[src/hdl/per_core_voltage_max_governor_assert.svh]
// assertion macros for the per-core voltage max governor
`ifndef PER_CORE_VOLTAGE_MAX_GOVERNOR_ASSERT_SVH
`define PER_CORE_VOLTAGE_MAX_GOVERNOR_ASSERT_SVH
`ifndef SYNTHESIS
`define PCVMG_ASSERT_IMPL(lbl, clk, rst_n, ante, cons) \
    lbl: assert property (@(posedge clk) disable iff (!rst_n) (ante) |-> (cons)) \
        else $error("pcvmg assertion failed");
`define PCVMG_ASSERT_NEXT(lbl, clk, rst_n, ante, cons) \
    lbl: assert property (@(posedge clk) disable iff (!rst_n) (ante) |=> (cons)) \
        else $error("pcvmg assertion failed");
`else
`define PCVMG_ASSERT_IMPL(lbl, clk, rst_n, ante, cons)
`define PCVMG_ASSERT_NEXT(lbl, clk, rst_n, ante, cons)
`endif
`endif

[src/hdl/pcvmg_pkg.sv]
// shared constants and types for the per-core voltage max governor
package pcvmg_pkg;

    localparam int CORES         = 8;
    localparam int CORE_W        = $clog2(CORES);
    localparam int VOLT_W        = 12;
    localparam int FIELD_W       = 11;
    localparam int CNT_W         = 32;
    localparam int OUTCOME_W     = 3;

    localparam int NOMINAL_INT   = 4000;
    localparam int KERNEL_DROP   = 111;
    localparam int KERNEL_INT    = (NOMINAL_INT >= KERNEL_DROP) ? NOMINAL_INT - KERNEL_DROP : 0;

    localparam logic [VOLT_W-1:0] NOMINAL_LEVEL = VOLT_W'(NOMINAL_INT);
    localparam logic [VOLT_W-1:0] KERNEL_LEVEL  = VOLT_W'(KERNEL_INT);
    localparam logic [VOLT_W-1:0] FIELD_BASE    = VOLT_W'(2048);

    localparam logic [OUTCOME_W-1:0] OUT_RAISE         = 3'd0;
    localparam logic [OUTCOME_W-1:0] OUT_LOWER         = 3'd1;
    localparam logic [OUTCOME_W-1:0] OUT_SKIP_FAST     = 3'd2;
    localparam logic [OUTCOME_W-1:0] OUT_SKIP_SLOW     = 3'd3;
    localparam logic [OUTCOME_W-1:0] OUT_DISABLED      = 3'd4;
    localparam logic [OUTCOME_W-1:0] OUT_ABOVE_NOMINAL = 3'd5;

    typedef struct packed {
        logic load_in;
        logic scan_start;
        logic scan_step;
        logic commit;
    } ctrl_cmd_t;

    typedef struct packed {
        logic need_scan;
        logic scan_last;
        logic out_free;
    } dp_status_t;

    typedef struct packed {
        logic [OUTCOME_W-1:0] outcome;
        logic [VOLT_W-1:0]    vdd_level;
        logic                 regulator_write;
        logic [VOLT_W-1:0]    voltage_offset;
        logic [FIELD_W-1:0]   offset_field;
        logic                 must_wait_rise;
        logic [CNT_W-1:0]     raise_total;
        logic [CNT_W-1:0]     lower_total;
        logic [CNT_W-1:0]     fast_skip_total;
        logic [CNT_W-1:0]     slow_skip_total;
    } result_t;

endpackage

[src/hdl/pcvmg_ifs.sv]
// channel interfaces: switch events, results and the enable register write
interface pcvmg_in_if;
    logic        valid;
    logic        ready;
    logic [2:0]  core_index;
    logic [11:0] requested_voltage;

    modport source (output valid, output core_index, output requested_voltage, input ready);
    modport sink   (input valid, input core_index, input requested_voltage, output ready);
endinterface

interface pcvmg_out_if;
    logic        valid;
    logic        ready;
    logic [2:0]  outcome;
    logic [11:0] vdd_level;
    logic        regulator_write;
    logic [11:0] voltage_offset;
    logic [10:0] offset_field;
    logic        must_wait_rise;
    logic [31:0] raise_total;
    logic [31:0] lower_total;
    logic [31:0] fast_skip_total;
    logic [31:0] slow_skip_total;

    modport source (
        output valid, output outcome, output vdd_level, output regulator_write,
        output voltage_offset, output offset_field, output must_wait_rise,
        output raise_total, output lower_total, output fast_skip_total,
        output slow_skip_total, input ready
    );
    modport sink (
        input valid, input outcome, input vdd_level, input regulator_write,
        input voltage_offset, input offset_field, input must_wait_rise,
        input raise_total, input lower_total, input fast_skip_total,
        input slow_skip_total, output ready
    );
endinterface

interface pcvmg_cfg_if;
    logic valid;
    logic ready;
    logic enable;

    modport source (output valid, output enable, input ready);
    modport sink   (input valid, input enable, output ready);
endinterface

[src/hdl/pcvmg_ctrl.sv]
// sequencing state machine: accept, evaluate, table scan, commit
`include "per_core_voltage_max_governor_assert.svh"

module pcvmg_ctrl (
    input  logic                   clk,
    input  logic                   rst_n,
    input  logic                   in_valid,
    output logic                   in_ready,
    input  pcvmg_pkg::dp_status_t  sts,
    output pcvmg_pkg::ctrl_cmd_t   cmd
);
    import pcvmg_pkg::*;

    localparam logic [1:0] ST_IDLE   = 2'd0;
    localparam logic [1:0] ST_EVAL   = 2'd1;
    localparam logic [1:0] ST_SCAN   = 2'd2;
    localparam logic [1:0] ST_FINISH = 2'd3;

    logic [1:0] state_reg;
    logic [1:0] state_next;

    always_comb
    begin
        state_next = state_reg;
        cmd        = '0;
        in_ready   = 1'b0;
        case (state_reg)
            ST_IDLE:
            begin
                in_ready = 1'b1;
                if (in_valid)
                begin
                    cmd.load_in = 1'b1;
                    state_next  = ST_EVAL;
                end
            end
            ST_EVAL:
            begin
                if (sts.need_scan)
                begin
                    cmd.scan_start = 1'b1;
                    state_next     = ST_SCAN;
                end
                else
                begin
                    state_next = ST_FINISH;
                end
            end
            ST_SCAN:
            begin
                cmd.scan_step = 1'b1;
                if (sts.scan_last)
                begin
                    state_next = ST_FINISH;
                end
            end
            ST_FINISH:
            begin
                if (sts.out_free)
                begin
                    cmd.commit = 1'b1;
                    state_next = ST_IDLE;
                end
            end
            default:
            begin
                state_next = ST_IDLE;
            end
        endcase
    end

    always_ff @(posedge clk or negedge rst_n)
    begin
        if (!rst_n)
        begin
            state_reg <= ST_IDLE;
        end
        else
        begin
            state_reg <= state_next;
        end
    end

    `PCVMG_ASSERT_NEXT(a_scan_ends, clk, rst_n, state_reg == ST_SCAN && sts.scan_last, state_reg == ST_FINISH)
    `PCVMG_ASSERT_NEXT(a_finish_holds, clk, rst_n, state_reg == ST_FINISH && !sts.out_free, state_reg == ST_FINISH)
    `PCVMG_ASSERT_NEXT(a_idle_exit, clk, rst_n, state_reg == ST_IDLE, state_reg == ST_IDLE || state_reg == ST_EVAL)

endmodule

[src/hdl/pcvmg_dp.sv]
// datapath: request table, max scan, voltage decision, counters, result register
`include "per_core_voltage_max_governor_assert.svh"

module pcvmg_dp (
    input  logic                     clk,
    input  logic                     rst_n,
    input  logic                     cfg_we,
    input  logic                     cfg_enable,
    input  logic [2:0]               core_index,
    input  logic [11:0]              requested_voltage,
    input  pcvmg_pkg::ctrl_cmd_t     cmd,
    output pcvmg_pkg::dp_status_t    sts,
    pcvmg_out_if.source              result
);
    import pcvmg_pkg::*;

    logic                 enable_reg;
    logic [VOLT_W-1:0]    table_reg [CORES];
    logic [VOLT_W-1:0]    req_reg;
    logic [VOLT_W-1:0]    cur_reg;
    logic [VOLT_W-1:0]    max_reg;
    logic [CORE_W-1:0]    idx_reg;
    logic [CNT_W-1:0]     raise_reg;
    logic [CNT_W-1:0]     lower_reg;
    logic [CNT_W-1:0]     fast_reg;
    logic [CNT_W-1:0]     slow_reg;
    logic                 out_valid_reg;
    result_t              out_reg;

    logic [VOLT_W-1:0]    cur_next;
    logic [CNT_W-1:0]     raise_next;
    logic [CNT_W-1:0]     lower_next;
    logic [CNT_W-1:0]     fast_next;
    logic [CNT_W-1:0]     slow_next;
    logic [VOLT_W-1:0]    entry;
    logic [VOLT_W-1:0]    chosen;
    logic [VOLT_W-1:0]    offset;
    logic [VOLT_W-1:0]    field_diff;
    logic                 have_choice;
    result_t              out_next;

    assign entry         = table_reg[idx_reg];
    assign sts.need_scan = enable_reg && (req_reg < cur_reg);
    assign sts.scan_last = (idx_reg == CORE_W'(CORES - 1));
    assign sts.out_free  = !out_valid_reg || result.ready;

    // decision made once the scan (if any) has settled
    always_comb
    begin
        cur_next    = cur_reg;
        raise_next  = raise_reg;
        lower_next  = lower_reg;
        fast_next   = fast_reg;
        slow_next   = slow_reg;
        chosen      = req_reg;
        have_choice = 1'b0;
        out_next    = '0;
        out_next.outcome = OUT_DISABLED;
        if (enable_reg)
        begin
            if (req_reg == cur_reg)
            begin
                fast_next        = fast_reg + 1'b1;
                out_next.outcome = OUT_SKIP_FAST;
            end
            else if (req_reg > cur_reg)
            begin
                raise_next       = raise_reg + 1'b1;
                have_choice      = 1'b1;
                out_next.outcome = OUT_RAISE;
            end
            else if (max_reg == cur_reg)
            begin
                slow_next        = slow_reg + 1'b1;
                out_next.outcome = OUT_SKIP_SLOW;
            end
            else if (max_reg < cur_reg)
            begin
                lower_next       = lower_reg + 1'b1;
                chosen           = max_reg;
                have_choice      = 1'b1;
                out_next.outcome = OUT_LOWER;
            end
            else
            begin
                // scan found something higher: a rise that no counter records
                chosen           = max_reg;
                have_choice      = 1'b1;
                out_next.outcome = OUT_RAISE;
            end
            if (have_choice)
            begin
                if (chosen > NOMINAL_LEVEL)
                begin
                    out_next.outcome = OUT_ABOVE_NOMINAL;
                end
                else
                begin
                    cur_next                 = chosen;
                    out_next.regulator_write = 1'b1;
                    out_next.must_wait_rise  = (chosen > cur_reg);
                end
            end
        end
        offset     = (cur_next <= NOMINAL_LEVEL) ? NOMINAL_LEVEL - cur_next : '0;
        field_diff = FIELD_BASE - offset;
        out_next.vdd_level         = cur_next;
        out_next.voltage_offset    = offset;
        out_next.offset_field      = (offset != '0) ? field_diff[FIELD_W-1:0] : '0;
        out_next.raise_total       = raise_next;
        out_next.lower_total       = lower_next;
        out_next.fast_skip_total   = fast_next;
        out_next.slow_skip_total   = slow_next;
    end

    always_ff @(posedge clk or negedge rst_n)
    begin
        if (!rst_n)
        begin
            enable_reg    <= 1'b0;
            cur_reg       <= NOMINAL_LEVEL;
            raise_reg     <= '0;
            lower_reg     <= '0;
            fast_reg      <= '0;
            slow_reg      <= '0;
            out_valid_reg <= 1'b0;
            for (int i = 0; i < CORES; i++)
            begin
                table_reg[i] <= KERNEL_LEVEL;
            end
        end
        else
        begin
            if (cfg_we)
            begin
                enable_reg <= cfg_enable;
            end
            if (cmd.load_in && enable_reg)
            begin
                table_reg[core_index] <= requested_voltage;
            end
            if (cmd.commit)
            begin
                cur_reg   <= cur_next;
                raise_reg <= raise_next;
                lower_reg <= lower_next;
                fast_reg  <= fast_next;
                slow_reg  <= slow_next;
            end
            if (cmd.commit)
            begin
                out_valid_reg <= 1'b1;
            end
            else if (result.ready)
            begin
                out_valid_reg <= 1'b0;
            end
        end
    end

    always_ff @(posedge clk)
    begin
        if (cmd.load_in)
        begin
            req_reg <= requested_voltage;
        end
        if (cmd.scan_start)
        begin
            max_reg <= req_reg;
            idx_reg <= '0;
        end
        else if (cmd.scan_step)
        begin
            max_reg <= (entry > max_reg) ? entry : max_reg;
            idx_reg <= idx_reg + 1'b1;
        end
        if (cmd.commit)
        begin
            out_reg <= out_next;
        end
    end

    assign result.valid             = out_valid_reg;
    assign result.outcome           = out_reg.outcome;
    assign result.vdd_level         = out_reg.vdd_level;
    assign result.regulator_write   = out_reg.regulator_write;
    assign result.voltage_offset    = out_reg.voltage_offset;
    assign result.offset_field      = out_reg.offset_field;
    assign result.must_wait_rise    = out_reg.must_wait_rise;
    assign result.raise_total       = out_reg.raise_total;
    assign result.lower_total       = out_reg.lower_total;
    assign result.fast_skip_total   = out_reg.fast_skip_total;
    assign result.slow_skip_total   = out_reg.slow_skip_total;

    `PCVMG_ASSERT_IMPL(a_commit_free, clk, rst_n, cmd.commit, !out_valid_reg || result.ready)
    `PCVMG_ASSERT_IMPL(a_cur_bounded, clk, rst_n, 1'b1, cur_reg <= NOMINAL_LEVEL)
    `PCVMG_ASSERT_IMPL(a_wait_needs_write, clk, rst_n, out_valid_reg && !out_reg.regulator_write, !out_reg.must_wait_rise)

endmodule

[src/hdl/per_core_voltage_max_governor.sv]
// top level of the per-core voltage max governor
// flow: a beat accepted on switch_evt is evaluated; when a lower request triggers the
//   table scan, the scan runs first; then the result is committed into the result register
// a new beat is accepted only once the previous result is committed; the scan reads the
//   eight-entry request table one entry per cycle
// reset: rst_n asynchronous active low; table to kernel level, voltage to nominal,
//   counters zero, enable off, result channel empty
module per_core_voltage_max_governor (
    input  logic        clk,
    input  logic        rst_n,
    pcvmg_cfg_if.sink   cfg,
    pcvmg_in_if.sink    switch_evt,
    pcvmg_out_if.source result
);
    import pcvmg_pkg::*;

    ctrl_cmd_t  cmd;
    dp_status_t sts;
    logic       evt_ready;

    // cfg is always ready, so the source must write the enable register only while idle
    assign cfg.ready        = 1'b1;
    assign switch_evt.ready = evt_ready;

    // controller: idle -> evaluate -> (scan) -> commit into the result register
    pcvmg_ctrl u_ctrl (
        .clk      (clk),
        .rst_n    (rst_n),
        .in_valid (switch_evt.valid),
        .in_ready (evt_ready),
        .sts      (sts),
        .cmd      (cmd)
    );

    // datapath: holds all datapath state and the registered result beat
    pcvmg_dp u_dp (
        .clk               (clk),
        .rst_n             (rst_n),
        .cfg_we            (cfg.valid),
        .cfg_enable        (cfg.enable),
        .core_index        (switch_evt.core_index),
        .requested_voltage (switch_evt.requested_voltage),
        .cmd               (cmd),
        .sts               (sts),
        .result            (result)
    );

endmodule
[src/flat_wrapper.sv]
// flat-port wrapper written by rule: the top's interface ports become plain ports
module per_core_voltage_max_governor_flat import pcvmg_pkg::*;
  (clk, rst_n, cfg_valid, cfg_enable, cfg_ready, switch_evt_valid, switch_evt_core_index, switch_evt_requested_voltage, switch_evt_ready, result_valid, result_outcome, result_vdd_level, result_regulator_write, result_voltage_offset, result_offset_field, result_must_wait_rise, result_raise_total, result_lower_total, result_fast_skip_total, result_slow_skip_total, result_ready);
  pcvmg_cfg_if cfg_i ();
  pcvmg_in_if switch_evt_i ();
  pcvmg_out_if result_i ();
  input  logic clk;
  input  logic rst_n;
  input wire logic [$bits(cfg_i.valid)-1:0] cfg_valid;
  input wire logic [$bits(cfg_i.enable)-1:0] cfg_enable;
  output wire logic [$bits(cfg_i.ready)-1:0] cfg_ready;
  input wire logic [$bits(switch_evt_i.valid)-1:0] switch_evt_valid;
  input wire logic [$bits(switch_evt_i.core_index)-1:0] switch_evt_core_index;
  input wire logic [$bits(switch_evt_i.requested_voltage)-1:0] switch_evt_requested_voltage;
  output wire logic [$bits(switch_evt_i.ready)-1:0] switch_evt_ready;
  output wire logic [$bits(result_i.valid)-1:0] result_valid;
  output wire logic [$bits(result_i.outcome)-1:0] result_outcome;
  output wire logic [$bits(result_i.vdd_level)-1:0] result_vdd_level;
  output wire logic [$bits(result_i.regulator_write)-1:0] result_regulator_write;
  output wire logic [$bits(result_i.voltage_offset)-1:0] result_voltage_offset;
  output wire logic [$bits(result_i.offset_field)-1:0] result_offset_field;
  output wire logic [$bits(result_i.must_wait_rise)-1:0] result_must_wait_rise;
  output wire logic [$bits(result_i.raise_total)-1:0] result_raise_total;
  output wire logic [$bits(result_i.lower_total)-1:0] result_lower_total;
  output wire logic [$bits(result_i.fast_skip_total)-1:0] result_fast_skip_total;
  output wire logic [$bits(result_i.slow_skip_total)-1:0] result_slow_skip_total;
  input wire logic [$bits(result_i.ready)-1:0] result_ready;
  assign cfg_i.valid = cfg_valid;
  assign cfg_i.enable = cfg_enable;
  assign cfg_ready = cfg_i.ready;
  assign switch_evt_i.valid = switch_evt_valid;
  assign switch_evt_i.core_index = switch_evt_core_index;
  assign switch_evt_i.requested_voltage = switch_evt_requested_voltage;
  assign switch_evt_ready = switch_evt_i.ready;
  assign result_valid = result_i.valid;
  assign result_outcome = result_i.outcome;
  assign result_vdd_level = result_i.vdd_level;
  assign result_regulator_write = result_i.regulator_write;
  assign result_voltage_offset = result_i.voltage_offset;
  assign result_offset_field = result_i.offset_field;
  assign result_must_wait_rise = result_i.must_wait_rise;
  assign result_raise_total = result_i.raise_total;
  assign result_lower_total = result_i.lower_total;
  assign result_fast_skip_total = result_i.fast_skip_total;
  assign result_slow_skip_total = result_i.slow_skip_total;
  assign result_i.ready = result_ready;
  per_core_voltage_max_governor u_core (.clk(clk), .rst_n(rst_n), .cfg(cfg_i), .switch_evt(switch_evt_i), .result(result_i));
endmodule
[config.mk]
export PLATFORM = sky130hd
export DESIGN_NAME = per_core_voltage_max_governor_flat
export DESIGN_NICKNAME = d
export VERILOG_FILES = /design/src/hdl/pcvmg_pkg.sv /design/src/hdl/pcvmg_ifs.sv /design/src/hdl/pcvmg_ctrl.sv /design/src/hdl/pcvmg_dp.sv /design/src/hdl/per_core_voltage_max_governor.sv /design/src/flat_wrapper.sv
export VERILOG_INCLUDE_DIRS = /design/src /design/src/hdl
export SDC_FILE = /design/constraint.sdc
export NUM_CORES = 1
export LEC_CHECK = 0
export ABC_AREA = 1
export BUFFER_PORTS_ARGS = -buffer_cell sky130_fd_sc_hd__buf_4
export CAP_MARGIN = 20
export CORE_ASPECT_RATIO = 2
export CORE_MARGIN = 8
export CORE_UTILIZATION = 45
export DETAILED_ROUTE_END_ITERATION = 8
export PLACE_DENSITY = 0.73
export SLEW_MARGIN = 20
export SYNTH_ARGS = -nofsm -noshare
export SYNTH_HDL_FRONTEND = slang
export SYNTH_SLANG_ARGS = --single-unit
[constraint.sdc]
create_clock -name clk -period 9 [get_ports clk]
set_input_delay 1.35 -clock clk [delete_from_list [all_inputs] [get_ports clk]]
set_output_delay 1.35 -clock clk [all_outputs]
set_load 0.02 [all_outputs]
# After elaboration in Yosys (flattened, before gate mapping)

Index checks and enable logic that the tools add are counted.

Add/sub/neg operators: 7
Magnitude comparators: 10
Equality and inequality tests: 9
Muxes and demuxes: 57
Bitwise logic cells: 4
Reduce and logical (&&, ||, !) cells: 14

Operators by type and width:

| operator                                                                      | number |
|---|---|
| 32-bit two-way mux                                                            | 14 |
| 12-bit two-way mux                                                            | 14 |
| 32-bit by 1-bit adder with 32-bit output (second input constant)              | 4 |
| 96-bit bitwise mux                                                            | 1 |
| 12-bit binary-select mux with 3-bit select                                    | 1 |
| 12-bit demux with 3-bit select                                                | 1 |
| 12-bit greater-than comparator                                                | 3 |
| 12-bit equality test                                                          | 2 |
| 12-bit less-than comparator                                                   | 2 |
| 1-bit two-way mux                                                             | 17 |
| 12-bit greater-than comparator (second input constant)                        | 1 |
| 12-bit less-or-equal comparator (second input constant)                       | 1 |
| 2-bit two-way mux                                                             | 6 |
| 12-bit nonzero test                                                           | 1 |
| 12-bit subtractor (first input constant)                                      | 1 |
| 1-bit by 11-bit subtractor with 11-bit output (first input constant)          | 1 |
| 4-bit greater-or-equal comparator (second input constant)                     | 2 |
| 3-bit NOT with 4-bit output                                                   | 2 |
| 2-bit one-hot mux with 4 select lines                                         | 1 |
| 3-bit two-way mux                                                             | 2 |
| 2-bit nonzero test                                                            | 3 |
| 2-bit equality test (second input constant)                                   | 2 |
| 4-bit by 1-bit less-than comparator with 1-bit output (second input constant) | 1 |
| 2-bit by 1-bit != test with 1-bit output (second input constant)              | 2 |
| other kinds (12)                                                              | 16 |

Register bits after elaboration: 435
Logic and storage cells: 130

# Longest topological paths before layout

Gate-level depths: netlist of run 1.

Word-level depth: 12
Mapped depth: 36

# By module

From an unflattened synthesis of run 1, not the netlist that was laid out.

Cell total of the unflattened synthesis: 2,270
Area, all modules: 21,277.9 um^2

By module, submodules not included:

| module                        | times used | cells an instance | area each (um^2) |
|---|---|---|---|
| pcvmg_dp                      | 1          | 2,232             | 21,023.9 |
| pcvmg_ctrl                    | 1          | 36                | 242.7 |
| per_core_voltage_max_governor | 1          | 2                 | 11.3 |

# Worst setup path before layout of run 1

Ideal clock, no wire load.

Kind: input -> register
Start point: input result_ready
End point: register u_core.u_dp.out_reg (netlist bit u_core.u_dp.result.fast_skip_total[0]), enable pin
Arrival: 6.794 ns
Setup slack: 1.608 ns
Stages on the path: 6
Path buffers: 2
Path through: inv_1 -> nand2_1 -> inv_1 -> nor2_1 -> clkbuf_1 -> clkbuf_1

RTL lines:

| element              | RTL line           | text |
|---|---|---|
| start, declared      | flat_wrapper.sv:27 | `input wire logic [$bits(result_i.ready)-1:0] result_ready;` |
| end signal, assigned | pcvmg_dp.sv:179    | `out_reg <= out_next;` |
| end, declared        | pcvmg_dp.sv:28     | `result_t out_reg;` |

# Worst setup path after layout of run 1

Start point: register u_core.u_dp.cur_reg[7]
End point: register u_core.u_dp.out_reg (netlist bit u_core.u_dp.result.offset_field[7]) (data pin)

Longest elaborated chain between the ends: 12
Elaborated cells between the ends (all ways): 20
Classes of those cells: add/sub (2); order compare (3); eq/ne (2); mux (12); reduce/logical (1)

Ends and longest elaborated chain:

| element                                                                                     | RTL line                         | text |
|---|---|---|
| start, declared                                                                             | pcvmg_dp.sv:20                   | `logic [VOLT_W-1:0] cur_reg;` |
| start signal, assigned                                                                      | pcvmg_dp.sv:144                  | `cur_reg <= cur_next;` |
| branches (longest 8 deep; another with 12-bit greater-than comparator)                      | n/a                              |  |
| 12-bit two-way mux *                                                                        | pcvmg_dp.sv:59                   | `if (enable_reg)` |
| 12-bit subtractor / 12-bit less-or-equal comparator (equally long branches)                 | pcvmg_dp.sv:105                  | `offset = (cur_next <= NOMINAL_LEVEL) ? NOMINAL_LEVEL - cur_next : '0;` |
| 12-bit two-way mux *                                                                        | pcvmg_dp.sv:105                  |  |
| 1-bit by 11-bit subtractor with 11-bit output / 12-bit nonzero test (equally long branches) | pcvmg_dp.sv:106, pcvmg_dp.sv:109 |  |

Mark *: on every way between the ends. The select of a mux whose other input is x is not followed.
A chain may end at the register's enable or synchronous reset.

==> results of run 1 <==
==> cells by family (layout without fill, tap and decap cells) <==
family                     Yosys count  count (layout)  share of synthesized area
DFF                                435             435                      0.557
buffers and inverters              354             562                     0.0650
muxes                                3               3                    0.00158
AOI/OAI and AO/OA                  364             364                     0.0924
other                                1               1                   0.000175
adders and majority gates           60              60                     0.0351
xor gates and xnor gates           120             120                     0.0492
and+or+nand+nor                    949             949                      0.199
==> final timing paths <==
kind,startpoint,end,slack [ps],cells after the start
setup / recovery,u_core.u_dp.cur_reg[7],u_core.u_dp.result.offset_field[7],4090,32
hold / removal,u_core.u_dp.table_reg[39],u_core.u_dp.table_reg[39],480,2
setup reg to reg,u_core.u_dp.cur_reg[7],u_core.u_dp.result.offset_field[7],4090,32
hold reg to reg,u_core.u_dp.table_reg[39],u_core.u_dp.table_reg[39],480,2
max in group asynchronous,rst_n,u_core.u_dp.table_reg[38],6870,2
min in group asynchronous,rst_n,u_core.u_dp.lower_reg[11],860,1
==> cell usage after synthesis (11+ instances only) <==
| master | count |
|---|---|
| dfrtp_1 | 178 |
| xor2_1 | 117 |
| inv_1 | 271 |
| nor4_1 | 15 |
| nand3_1 | 73 |
| nand2_1 | 556 |
| a21oi_1 | 39 |
| nand2_2 | 30 |
| nand4_1 | 42 |
| nand3_2 | 11 |
| clkbuf_1 | 56 |
| nor2_4 | 11 |
| o211ai_1 | 11 |
| o21ai_0 | 277 |
| nor3_1 | 49 |
| ha_1 | 60 |
| dfstp_2 | 62 |
| a31oi_1 | 11 |
| edfxtp_1 | 192 |
| nor2_1 | 135 |
==> cell type report <==
| type | instances | area share |
|---|---|---|
| clock buffer | 52 | 0.0442 |
| clock inverter | 22 | 0.0115 |
| inverter | 280 | 0.0423 |
| multi-input combinational | 1497 | 0.326 |
| sequential | 435 | 0.479 |
| tap | 632 | 0.0318 |
| timing repair buffer | 208 | 0.0656 |
==> power groups by stage <==
stage               combinational, mW  sequential (mW)  clock [mW]
floorplan                        1.79             3.39           0
global placement                 2.98             3.08           0
detailed placement               3.04             3.09           0
CTS                              3.05             3.06        1.84
global route                     3.42             3.10        1.91
finish                           3.04             3.05        1.80
==> metrics by stage <==
stage          hold slack [ps]  worst slack (ps)  cell area, sq um   util  power (mW)
2_1_floorplan              448              1610             21400      -        5.18
3_3_place_gp               460              4250             23400  0.495        6.06
3_5_place_dp               468              4130             23400  0.495        6.13
4_1_cts                    484              4100             24800  0.525        7.94
5_1_grt                    496              3600             24900  0.527        8.42
6_report                   481              4090             24900  0.527        7.89
==> metal layers <==
layer / part of all wire / up-vias / track usage
met2: 0.47 / 466 / 0.295
met3: 0.067 / 73 / 0.0326
met1: 0.44 / 7444 / 0.235
li1: - / 7873 / -
met4: 0.025 / 0 / 0.0568
met5: 0 / - / 0
==> worst register-to-register path: cells and delay by family (launching register included) <==
family / cells / cell delay (ps)
buffers and inverters: 4 / 270
flip-flops: 1 / 520
AND/OR/NAND/NOR: 25 / 3100
adder cells (fa/ha/maj): 3 / 760
==> placed cells by master (no fill, tap or decap), types with 6 or more instances in the layout <==
master and count:
nand2_1 556, o21ai_0 277, nand2_2 30, ha_1 60, nor2_4 12, o211ai_1 11, nor3_1 49, nor4_1 13
nor2_2 9, nand3_2 11, nor2_1 134, clkinv_2 6, a31oi_1 11, dfrtp_1 178, dfstp_2 62, a21oi_1 39
inv_1 270, xor2_1 117, clkbuf_16 42, inv_2 9, nand3_1 73, clkbuf_1 9, nand4_1 42, buf_4 199
edfxtp_1 192
==> run summary, run 1 <==
I/O pins: 192
Period utilization: 0.546
Clock transition time at the flip-flop clock pins of the worst setup and hold paths: 70 ps
Cell Pwr Density: 317 nW/um^2
Gpl congestion: 0.896
Die Y: 324 um
CTS H-tree lvls: 2
Largest net degree at the start of global routing: 131
Placed cell count: 3046
Nets: 2543
Distinct cell type count after synthesis: 57
Area of the multi-input gates: 8100 sq um
Yosys top cell area share: 0.270
CP delay by family, top: simple AND/OR/NAND/NOR gates
Setup Skew: 29.4 ps
Post_cts resized: 0
Final ANT Viol Nets: 0
CTS tree: yes
Clk pwr share: 0.228
Post-Syn Nets: 2367
Max-Cap Viols: 0
Slew @ Worst Pin: 1080 ps
Most common cell on crit path: nand2_1
Cts bufs inserted: 40
Die area: 55200 sq um
PortBufs: 190
Flop pwr share: 0.386
Clock Sink Count: 435
Crit Path Max Fanout: 17
Hold Path Class: flop to flop
Slowest stage cell, crit path: dfstp_2
Comb pwr share: 0.386
Setup tns final: 0 ps
Int Pwr: 4.83 mW
Mapped cell area: 21400 sq um
Cells after synthesis: 2286
Net Sw Frac: 0.388
Filler instances: 4272
FMAX: 0.204 GHz
Mean Syn Cell Area: 9.35 sq um
Synth Register Bits: 435
Register area: 11900 sq um
Area grow syn2layout: 16.3%
Detailed Place HPWL: 35100 um
Synth top area cells: edfxtp_1 27%, dfrtp_1 21%, nand2_1 9.8%
Std-Cell Rows: 113
Drt initial violations: 1184
Ant diodes: 0
Synth warnings: 0
NetSw: 3.06 mW
EDFF count, synth: 192
Hold Fails Final Rpt: 0
Core box area: 47200 sq um
Critical Path End Type: flop
Routed WL per cell: 15.9 um
Rel. slew slack: 0.278
Hold_buf cts: 0
Maximum clock insertion buffer count: 3
Initial antenna violation count: 0
Register area share after synthesis: 0.557
Max reg flops: 96
Vias: 15900
Max Transition Viols Final: 0
Drt pass-1 iters: 5
Gr ovfl total: 0
Ys async rst share: 0.552
DRC: 0
Non-Filler Instances: 3126
Status: finished, final reports clean
Post-synth top area cell: edfxtp_1
Most used DFF post-synth: edfxtp_1
Clock Latency Late Sink: 560 ps
First-pass GRT wire length: 79700 um
CP arrival: 5220 ps
CP Launch Type: flop
Worst path required time: 9310 ps
Max VDD drop: 0.198 mV
Post-CTS Repair Setup Buffers: 0
Critical path type: flop to flop
CP bufs+invs: 4
DR vias/cell: 5.07
Root buf cell: clkbuf_16
Vias in the first global route: 15200
Min Tclk post-route: 4910 ps
DRT Wirelength: 49800 um
Initial Utilization: 0.453
Pleak: 11.0 nW
RSZ-0062 raised after global routing: no
CP max stage delay: 520 ps
Share of cells above drive strength 1: 0.173
Die width: 170 um
Global-route usage over all layers: 0.179
Final setup violating endpoints: 0
(Power assumes the default switching activity.)
==> run 2: changes to the inputs <==
--- a/config.mk
+++ b/config.mk
@@ -13,7 +13,7 @@
 export CORE_MARGIN = 8
 export CORE_UTILIZATION = 45
 export DETAILED_ROUTE_END_ITERATION = 8
-export PLACE_DENSITY = 0.73
+export PLACE_DENSITY = 0.76
 export SLEW_MARGIN = 20
 export SYNTH_ARGS = -nofsm -noshare
 export SYNTH_HDL_FRONTEND = slang
==> constraint.sdc (replaced) <==
create_clock -name clk -period 4.2 [get_ports clk]
set_input_delay 0.63 -clock clk [delete_from_list [all_inputs] [get_ports clk]]
set_output_delay 0.63 -clock clk [all_outputs]
set_load 0.02 [all_outputs]
==> run summary, run 2 (synthesized netlist as in run 1, its figures left out) <==
Critical path type: flop to flop (unchanged)
DRC: 0 (unchanged)
Status: finished, final reports clean (unchanged)
Area grow syn2layout: 20.9% (was 16.3%)
Vias in the first global route: 15700 (was 15200)
Max Transition Viols Final: 0 (unchanged)
CTS H-tree lvls: 2 (unchanged)
Clock transition time at the flip-flop clock pins of the worst setup and hold paths: 70 ps (about the same)
Gr ovfl total: 0 (unchanged)
Share of cells above drive strength 1: 0.221 (was 0.173)
Vias: 16500 (was 15900)
Pleak: 11.4 nW (was 11.0 nW)
Initial Utilization: 0.453 (unchanged)
Ant diodes: 0 (unchanged)
Routed WL per cell: 16.1 um (was 15.9 um)
Largest net degree at the start of global routing: 207 (was 131)
Cts bufs inserted: 40 (unchanged)
Max VDD drop: 0.432 mV (was 0.198 mV)
Non-Filler Instances: 3202 (was 3126)
Met3 Track Usage GR: 0.0310 (was 0.0326)
Most frequent cells in the layout: 541 x nand2_1, 276 x o21ai_0, 270 x buf_4 (was 556 x nand2_1, 277 x o21ai_0, 270 x inv_1)
Final setup violating endpoints: 0 (unchanged)
End-of-flow core utilization: 0.547 (was 0.527)
Worst path required time: 4520 ps (was 9310 ps)
Met1 global-route usage: 0.243 (was 0.235)
DR vias/cell: 5.14 (was 5.07)
Nets: 2619 (was 2543)
Period utilization: 0.988 (was 0.546)
Initial antenna violation count: 0 (unchanged)
Gpl congestion: 0.858 (was 0.896)
Detailed Place HPWL: 36300 um (was 35100 um)
Rel. slew slack: 0.325 (was 0.278)
Die area: 55200 sq um (unchanged)
Cell Pwr Density: 682 nW/um^2 (was 317 nW/um^2)
I/O pins: 192 (unchanged)
Max-Cap Viols: 0 (unchanged)
Global-route usage over all layers: 0.182 (was 0.179)
Critical Path End Type: flop (unchanged)
CP delay by family, top: simple AND/OR/NAND/NOR gates (unchanged)
CP bufs+invs: 6 (was 4)
Root buf cell: clkbuf_16 (unchanged)
Setup Skew: 32.2 ps (was 29.4 ps)
DRT Wirelength: 51500 um (was 49800 um)
Maximum clock insertion buffer count: 3 (unchanged)
Die width: 170 um (unchanged)
FMAX: 0.241 GHz (was 0.204 GHz)
Core box area: 47200 sq um (unchanged)
Slew @ Worst Pin: 1010 ps (was 1080 ps)
Final ANT Viol Nets: 0 (unchanged)
Grt peak-use layer: met2 (unchanged)
Drt initial violations: 1303 (was 1184)
Commonest non-fill, non-tap cell in the layout: nand2_1 (unchanged)
Die Y: 324 um (unchanged)
CP arrival: 4470 ps (was 5220 ps)
Min Tclk post-route: 4150 ps (was 4910 ps)
Clock Latency Late Sink: 560 ps (about the same)
RSZ-0062 raised after global routing: yes (was no)
Hold Path Class: input port to async pin (was flop to flop)
Drt pass-1 iters: 6 (was 5)
Filler instances: 4082 (was 4272)
Most common cell on crit path: nand2_1 (unchanged)
Crit Path Max Fanout: 8 (was 17)
Hold Fails Final Rpt: 0 (unchanged)
Slowest stage cell, crit path: dfstp_2 (unchanged)
Max reg flops: 96 (unchanged)
Clock Sink Count: 435 (unchanged)
M2 GR Usage: 0.298 (was 0.295)
CTS tree: yes (unchanged)
CP Launch Type: flop (unchanged)
First-pass GRT wire length: 81600 um (was 79700 um)
Placed cell count: 3094 (was 3046)
CP max stage delay: 560 ps (was 520 ps)
PortBufs: 190 (unchanged)
Std-Cell Rows: 113 (unchanged)
## run 2: changes by cell type in the layout (fill, tap and decap cells not counted), moves of 6 or more
cell and delta:
nand2_4 +9, nand3_2 +9, nand3_1 -11, buf_4 +71, nor3_1 -6, nor2_1 -9
nor2_2 +7, nand2_1 -15
## run 2: per-stage QoR
stage	hold WS, ps	setup slack [ps]	setup TNS [ps]	power (mW)	area [sq um]
after detailed placement	468	-29.7	-102	13.4	23800
after CTS	145	4.32	0	17.3	25200
after global placement	462	66.7	0	13.2	23800
final	140	50.4	0	17.6	25800
after floorplan	334	10.2	0	11.0	21400
after global routing	188	-193	-1790	18.8	25800
## run 2: worst paths after layout
path / end / start / slack, ps / cells past startpoint
setup / recovery: u_core.u_dp.result.offset_field[7] / u_core.u_dp.cur_reg[11] / 50 / 30
hold / removal: u_core.u_dp.lower_reg[11] / rst_n / 140 / 1
setup reg to reg: u_core.u_dp.result.offset_field[7] / u_core.u_dp.cur_reg[11] / 50 / 30
hold reg to reg: u_core.u_dp.table_reg[39] / u_core.u_dp.table_reg[39] / 480 / 2
max in group asynchronous: u_core.u_dp.table_reg[5] / rst_n / 3100 / 2
min in group clk: u_core.u_dp.req_reg[1] / switch_evt_requested_voltage[1] / 300 / 1
## run 2: area by class of cell
type                            count  area (sq um)  area share
Inverter                          280          1050      0.0408
Tap cell                          632           791      0.0306
Clock buffer                       54          1110      0.0431
Multi-Input combinational cell   1499          8520       0.330
Clock inverter                     20           229     0.00886
Sequential cell                   435         11900       0.461
Timing Repair Buffer              282          2220      0.0859
## run 2: what timing repair did
item                                    4_1_cts  5_1_grt
hold buffers                                  0        0
endpoints found under the setup margin        8       46
buffers inserted                              3       29
cloned                                        1        1
resized for setup                             2       92
pin swaps                                     2       45
## run 2: worst register-to-register path, delay by kind of cell (launching register included)
family	cells	cell delay, ps
simple gates	20	1930
buf+inv	6	620
fa+ha+maj	2	470
flops	1	560
compound gates	2	350
## run 2: power breakdown
part	leakage [nW]	internal (mW)	total (mW)	switching, mW
Combinational	5.87	2.61	7.26	4.65
Clock	0.655	2.13	3.77	1.63
Sequential	4.91	6.02	6.60	0.572
## run 2: layer usage
layer  wire length, um  part of all wire  vias up
met2             24200              0.47      521
li1                  -                 -     8029
met5                 0                 0        -
met1             22300              0.43     7815
met3              3420             0.067       91
met4              1500             0.029        0
==> run 3: changes to the inputs <==
==> constraint.sdc (replaced) <==
create_clock -name clk -period 4.2 [get_ports clk]
set_input_delay 0.21 -clock clk [delete_from_list [all_inputs] [get_ports clk]]
set_output_delay 0.21 -clock clk [all_outputs]
set_load 0.02 [all_outputs]
==> run summary, run 3 (synthesized netlist as in run 1, its figures left out) <==
Status: complete, but fails checks (was finished, final reports clean)
Failing checks: setup timing
CP max stage delay: 560 ps (about the same)
Routed WL per cell: 16.2 um (was 16.1 um)
Gpl congestion: 0.878 (was 0.858)
Initial antenna violation count: 0 (unchanged)
End-of-flow core utilization: 0.553 (was 0.547)
Root buf cell: clkbuf_16 (unchanged)
Worst path required time: 4510 ps (was 4520 ps)
Cell Pwr Density: 674 nW/um^2 (was 682 nW/um^2)
I/O pins: 192 (unchanged)
Tot Pwr: 17.6 mW (about the same)
Maximum clock insertion buffer count: 3 (unchanged)
Crit Path Max Fanout: 8 (unchanged)
Nets: 2645 (was 2619)
Final setup violating endpoints: 7 (was 0)
Initial Utilization: 0.453 (unchanged)
Hold path depth: 5
R2r setup slk: -30 ps (was 50 ps)
M2 GR Usage: 0.302 (was 0.298)
Ant diodes: 0 (unchanged)
Die area: 55200 sq um (unchanged)
Most common cell on crit path: nand2_2 (was nand2_1)
Die width: 170 um (unchanged)
Cts bufs inserted: 39 (was 40)
Max Transition Viols Final: 0 (unchanged)
Met1 global-route usage: 0.241 (was 0.243)
Setup Skew: 22.5 ps (was 32.2 ps)
Rel. slew slack: 0.253 (was 0.325)
Met3 Track Usage GR: 0.0300 (was 0.0310)
Slowest stage cell, crit path: dfstp_2 (unchanged)
Critical Path End Type: flop (unchanged)
Core box area: 47200 sq um (unchanged)
Commonest non-fill, non-tap cell in the layout: nand2_1 (unchanged)
Max reg flops: 96 (unchanged)
NetSw: 6.99 mW (was 6.86 mW)
RR Endpoint: u_core.u_dp.result.offset_field[10] (was u_core.u_dp.result.offset_field[7])
CP bufs+invs: 6 (unchanged)
PortBufs: 190 (unchanged)
Drt initial violations: 1379 (was 1303)
RSZ-0062 raised after global routing: yes (unchanged)
Area grow syn2layout: 22.1% (was 20.9%)
Critical R2R Launch: u_core.u_dp.cur_reg[5] (was u_core.u_dp.cur_reg[11])
Std-Cell Rows: 113 (unchanged)
CP Launch Type: flop (unchanged)
Clock Sink Count: 435 (unchanged)
Comb pwr share: 0.423 (was 0.412)
Min Tclk post-route: 4230 ps (was 4150 ps)
Final ANT Viol Nets: 0 (unchanged)
Vias: 16600 (was 16500)
DRC: 0 (unchanged)
Pleak: 11.5 nW (was 11.4 nW)
Grt peak-use layer: met2 (unchanged)
Crit path depth: 30 (unchanged)
Int Pwr: 10.6 mW (was 10.8 mW)
Vias in the first global route: 16200 (was 15700)
Flop pwr share: 0.377 (was 0.374)
DRT Wirelength: 52200 um (was 51500 um)
Share of cells above drive strength 1: 0.225 (was 0.221)
First-pass GRT wire length: 82400 um (was 81600 um)
CTS tree: yes (unchanged)
Detailed Place HPWL: 36300 um (about the same)
CTS H-tree lvls: 2 (unchanged)
Slew @ Worst Pin: 1120 ps (was 1010 ps)
CP arrival: 4530 ps (was 4470 ps)
Net Sw Frac: 0.397 (was 0.389)
Setup slack after layout: -27.0 ps (was 50.4 ps)
Gr ovfl total: 0 (unchanged)
Most frequent cells in the layout: 531 x nand2_1, 279 x buf_4, 276 x o21ai_0 (was 541 x nand2_1, 276 x o21ai_0, 270 x buf_4)
Critical path type: flop to flop (unchanged)
Clock Latency Late Sink: 560 ps (about the same)
Clk pwr share: 0.201 (was 0.214)
CP Launch Point: u_core.u_dp.cur_reg[5] (was u_core.u_dp.cur_reg[11])
Termination of the worst setup path: u_core.u_dp.result.offset_field[10] (was u_core.u_dp.result.offset_field[7])
FMAX: 0.237 GHz (was 0.241 GHz)
Hold Fails Final Rpt: 0 (unchanged)
Die Y: 324 um (unchanged)
Global-route usage over all layers: 0.184 (was 0.182)
Clock transition time at the flip-flop clock pins of the worst setup and hold paths: 70 ps (about the same)
Reg2reg path depth: 30 (unchanged)
DR vias/cell: 5.16 (was 5.14)
Period utilization: 1.01 (was 0.988)
Max-Cap Viols: 0 (unchanged)
CP delay by family, top: simple AND/OR/NAND/NOR gates (unchanged)
Hold Path Class: input port to flop (was input port to async pin)
Drt pass-1 iters: 6 (unchanged)
Largest net degree at the start of global routing: 219 (was 207)
Max VDD drop: 0.591 mV (was 0.432 mV)
==> run 3: changes by cell type in the layout (fill, tap and decap cells not counted), moves of 3 or more <==
| cell | delta |
|---|---|
| nand2_1 | -10 |
| clkinv_2 | -3 |
| clkinvlp_4 | +3 |
| dlygate4sd3_1 | +17 |
| bufinv_16 | -4 |
| nand2_2 | +7 |
| buf_4 | +9 |
| inv_6 | -3 |
| nand3_1 | -4 |
==> run 3: worst min-delay path by stage <==
stage | start | slack, ps | to
final | switch_evt_core_index[1] | 150 | u_core.u_dp.table_reg[35]
after global routing | switch_evt_core_index[1] | 170 | u_core.u_dp.table_reg[35]
after CTS | switch_evt_core_index[1] | 120 | u_core.u_dp.table_reg[28]
after detailed placement | rst_n | 250 | u_core.u_dp.lower_reg[15]
after global placement | rst_n | 260 | u_core.u_dp.lower_reg[11]
after floorplan | rst_n | -90 | u_core.u_ctrl.state_reg[0]
==> run 3: power groups by stage <==
stage / Sequential (mW) / Clock (mW) / Combinational, mW
after floorplan: 7.19 / 0 / 3.84
after global placement: 6.67 / 0 / 6.58
after detailed placement: 6.69 / 0 / 6.74
after CTS: 6.62 / 3.62 / 6.90
after global routing: 6.75 / 3.77 / 8.23
final: 6.63 / 3.53 / 7.44
==> run 3: layout make-up <==
cell class,count,area [sq um]
clock inverters,18,156
repair buffers,309,2480
multi-input cells,1499,8600
fillers,4098,21100
clock buffers,54,1100
inverters,280,1060
flip-flops and latches,435,11900
well taps,632,791
==> run 3: metrics by stage <==
step           hold slack [ps]  std cells  worst slack, ps  TNS, ps  area (sq um)
2_1_floorplan            -85.6       2286             10.2        0         21400
3_3_place_gp               257       3097             50.4        0         23800
3_5_place_dp               254       3097             -110     -594         23800
4_1_cts                    122       3198             1.35        0         25400
5_1_grt                    168       3227             -232    -2500         26100
6_report                   150       3227            -27.0     -118         26100
==> run 3: layer usage <==
metal / share of wire / up-vias
li1: - / 8061
met1: 0.43 / 7905
met2: 0.47 / 570
met3: 0.066 / 109
met4: 0.033 / 0
met5: 0 / -
==> run 3: worst register-to-register path, delay by kind of cell, from the launching register on <==
| kind | cells | cell delay [ps] |
|---|---|---|
| simple gates | 22 | 2210 |
| fa+ha+maj | 2 | 450 |
| flops | 1 | 560 |
| buf+inv | 6 | 760 |
==> run 3: repair_timing <==
action | in CTS | in global routing
gates resized for setup | 10 | 106
setup buffers | 10 | 29
endpoints found under the setup margin | 8 | 46
pin swaps | 8 | 56
hold buffers | 17 | 0
hold endpoints to repair | 107 | 0
cloned | 2 | 0
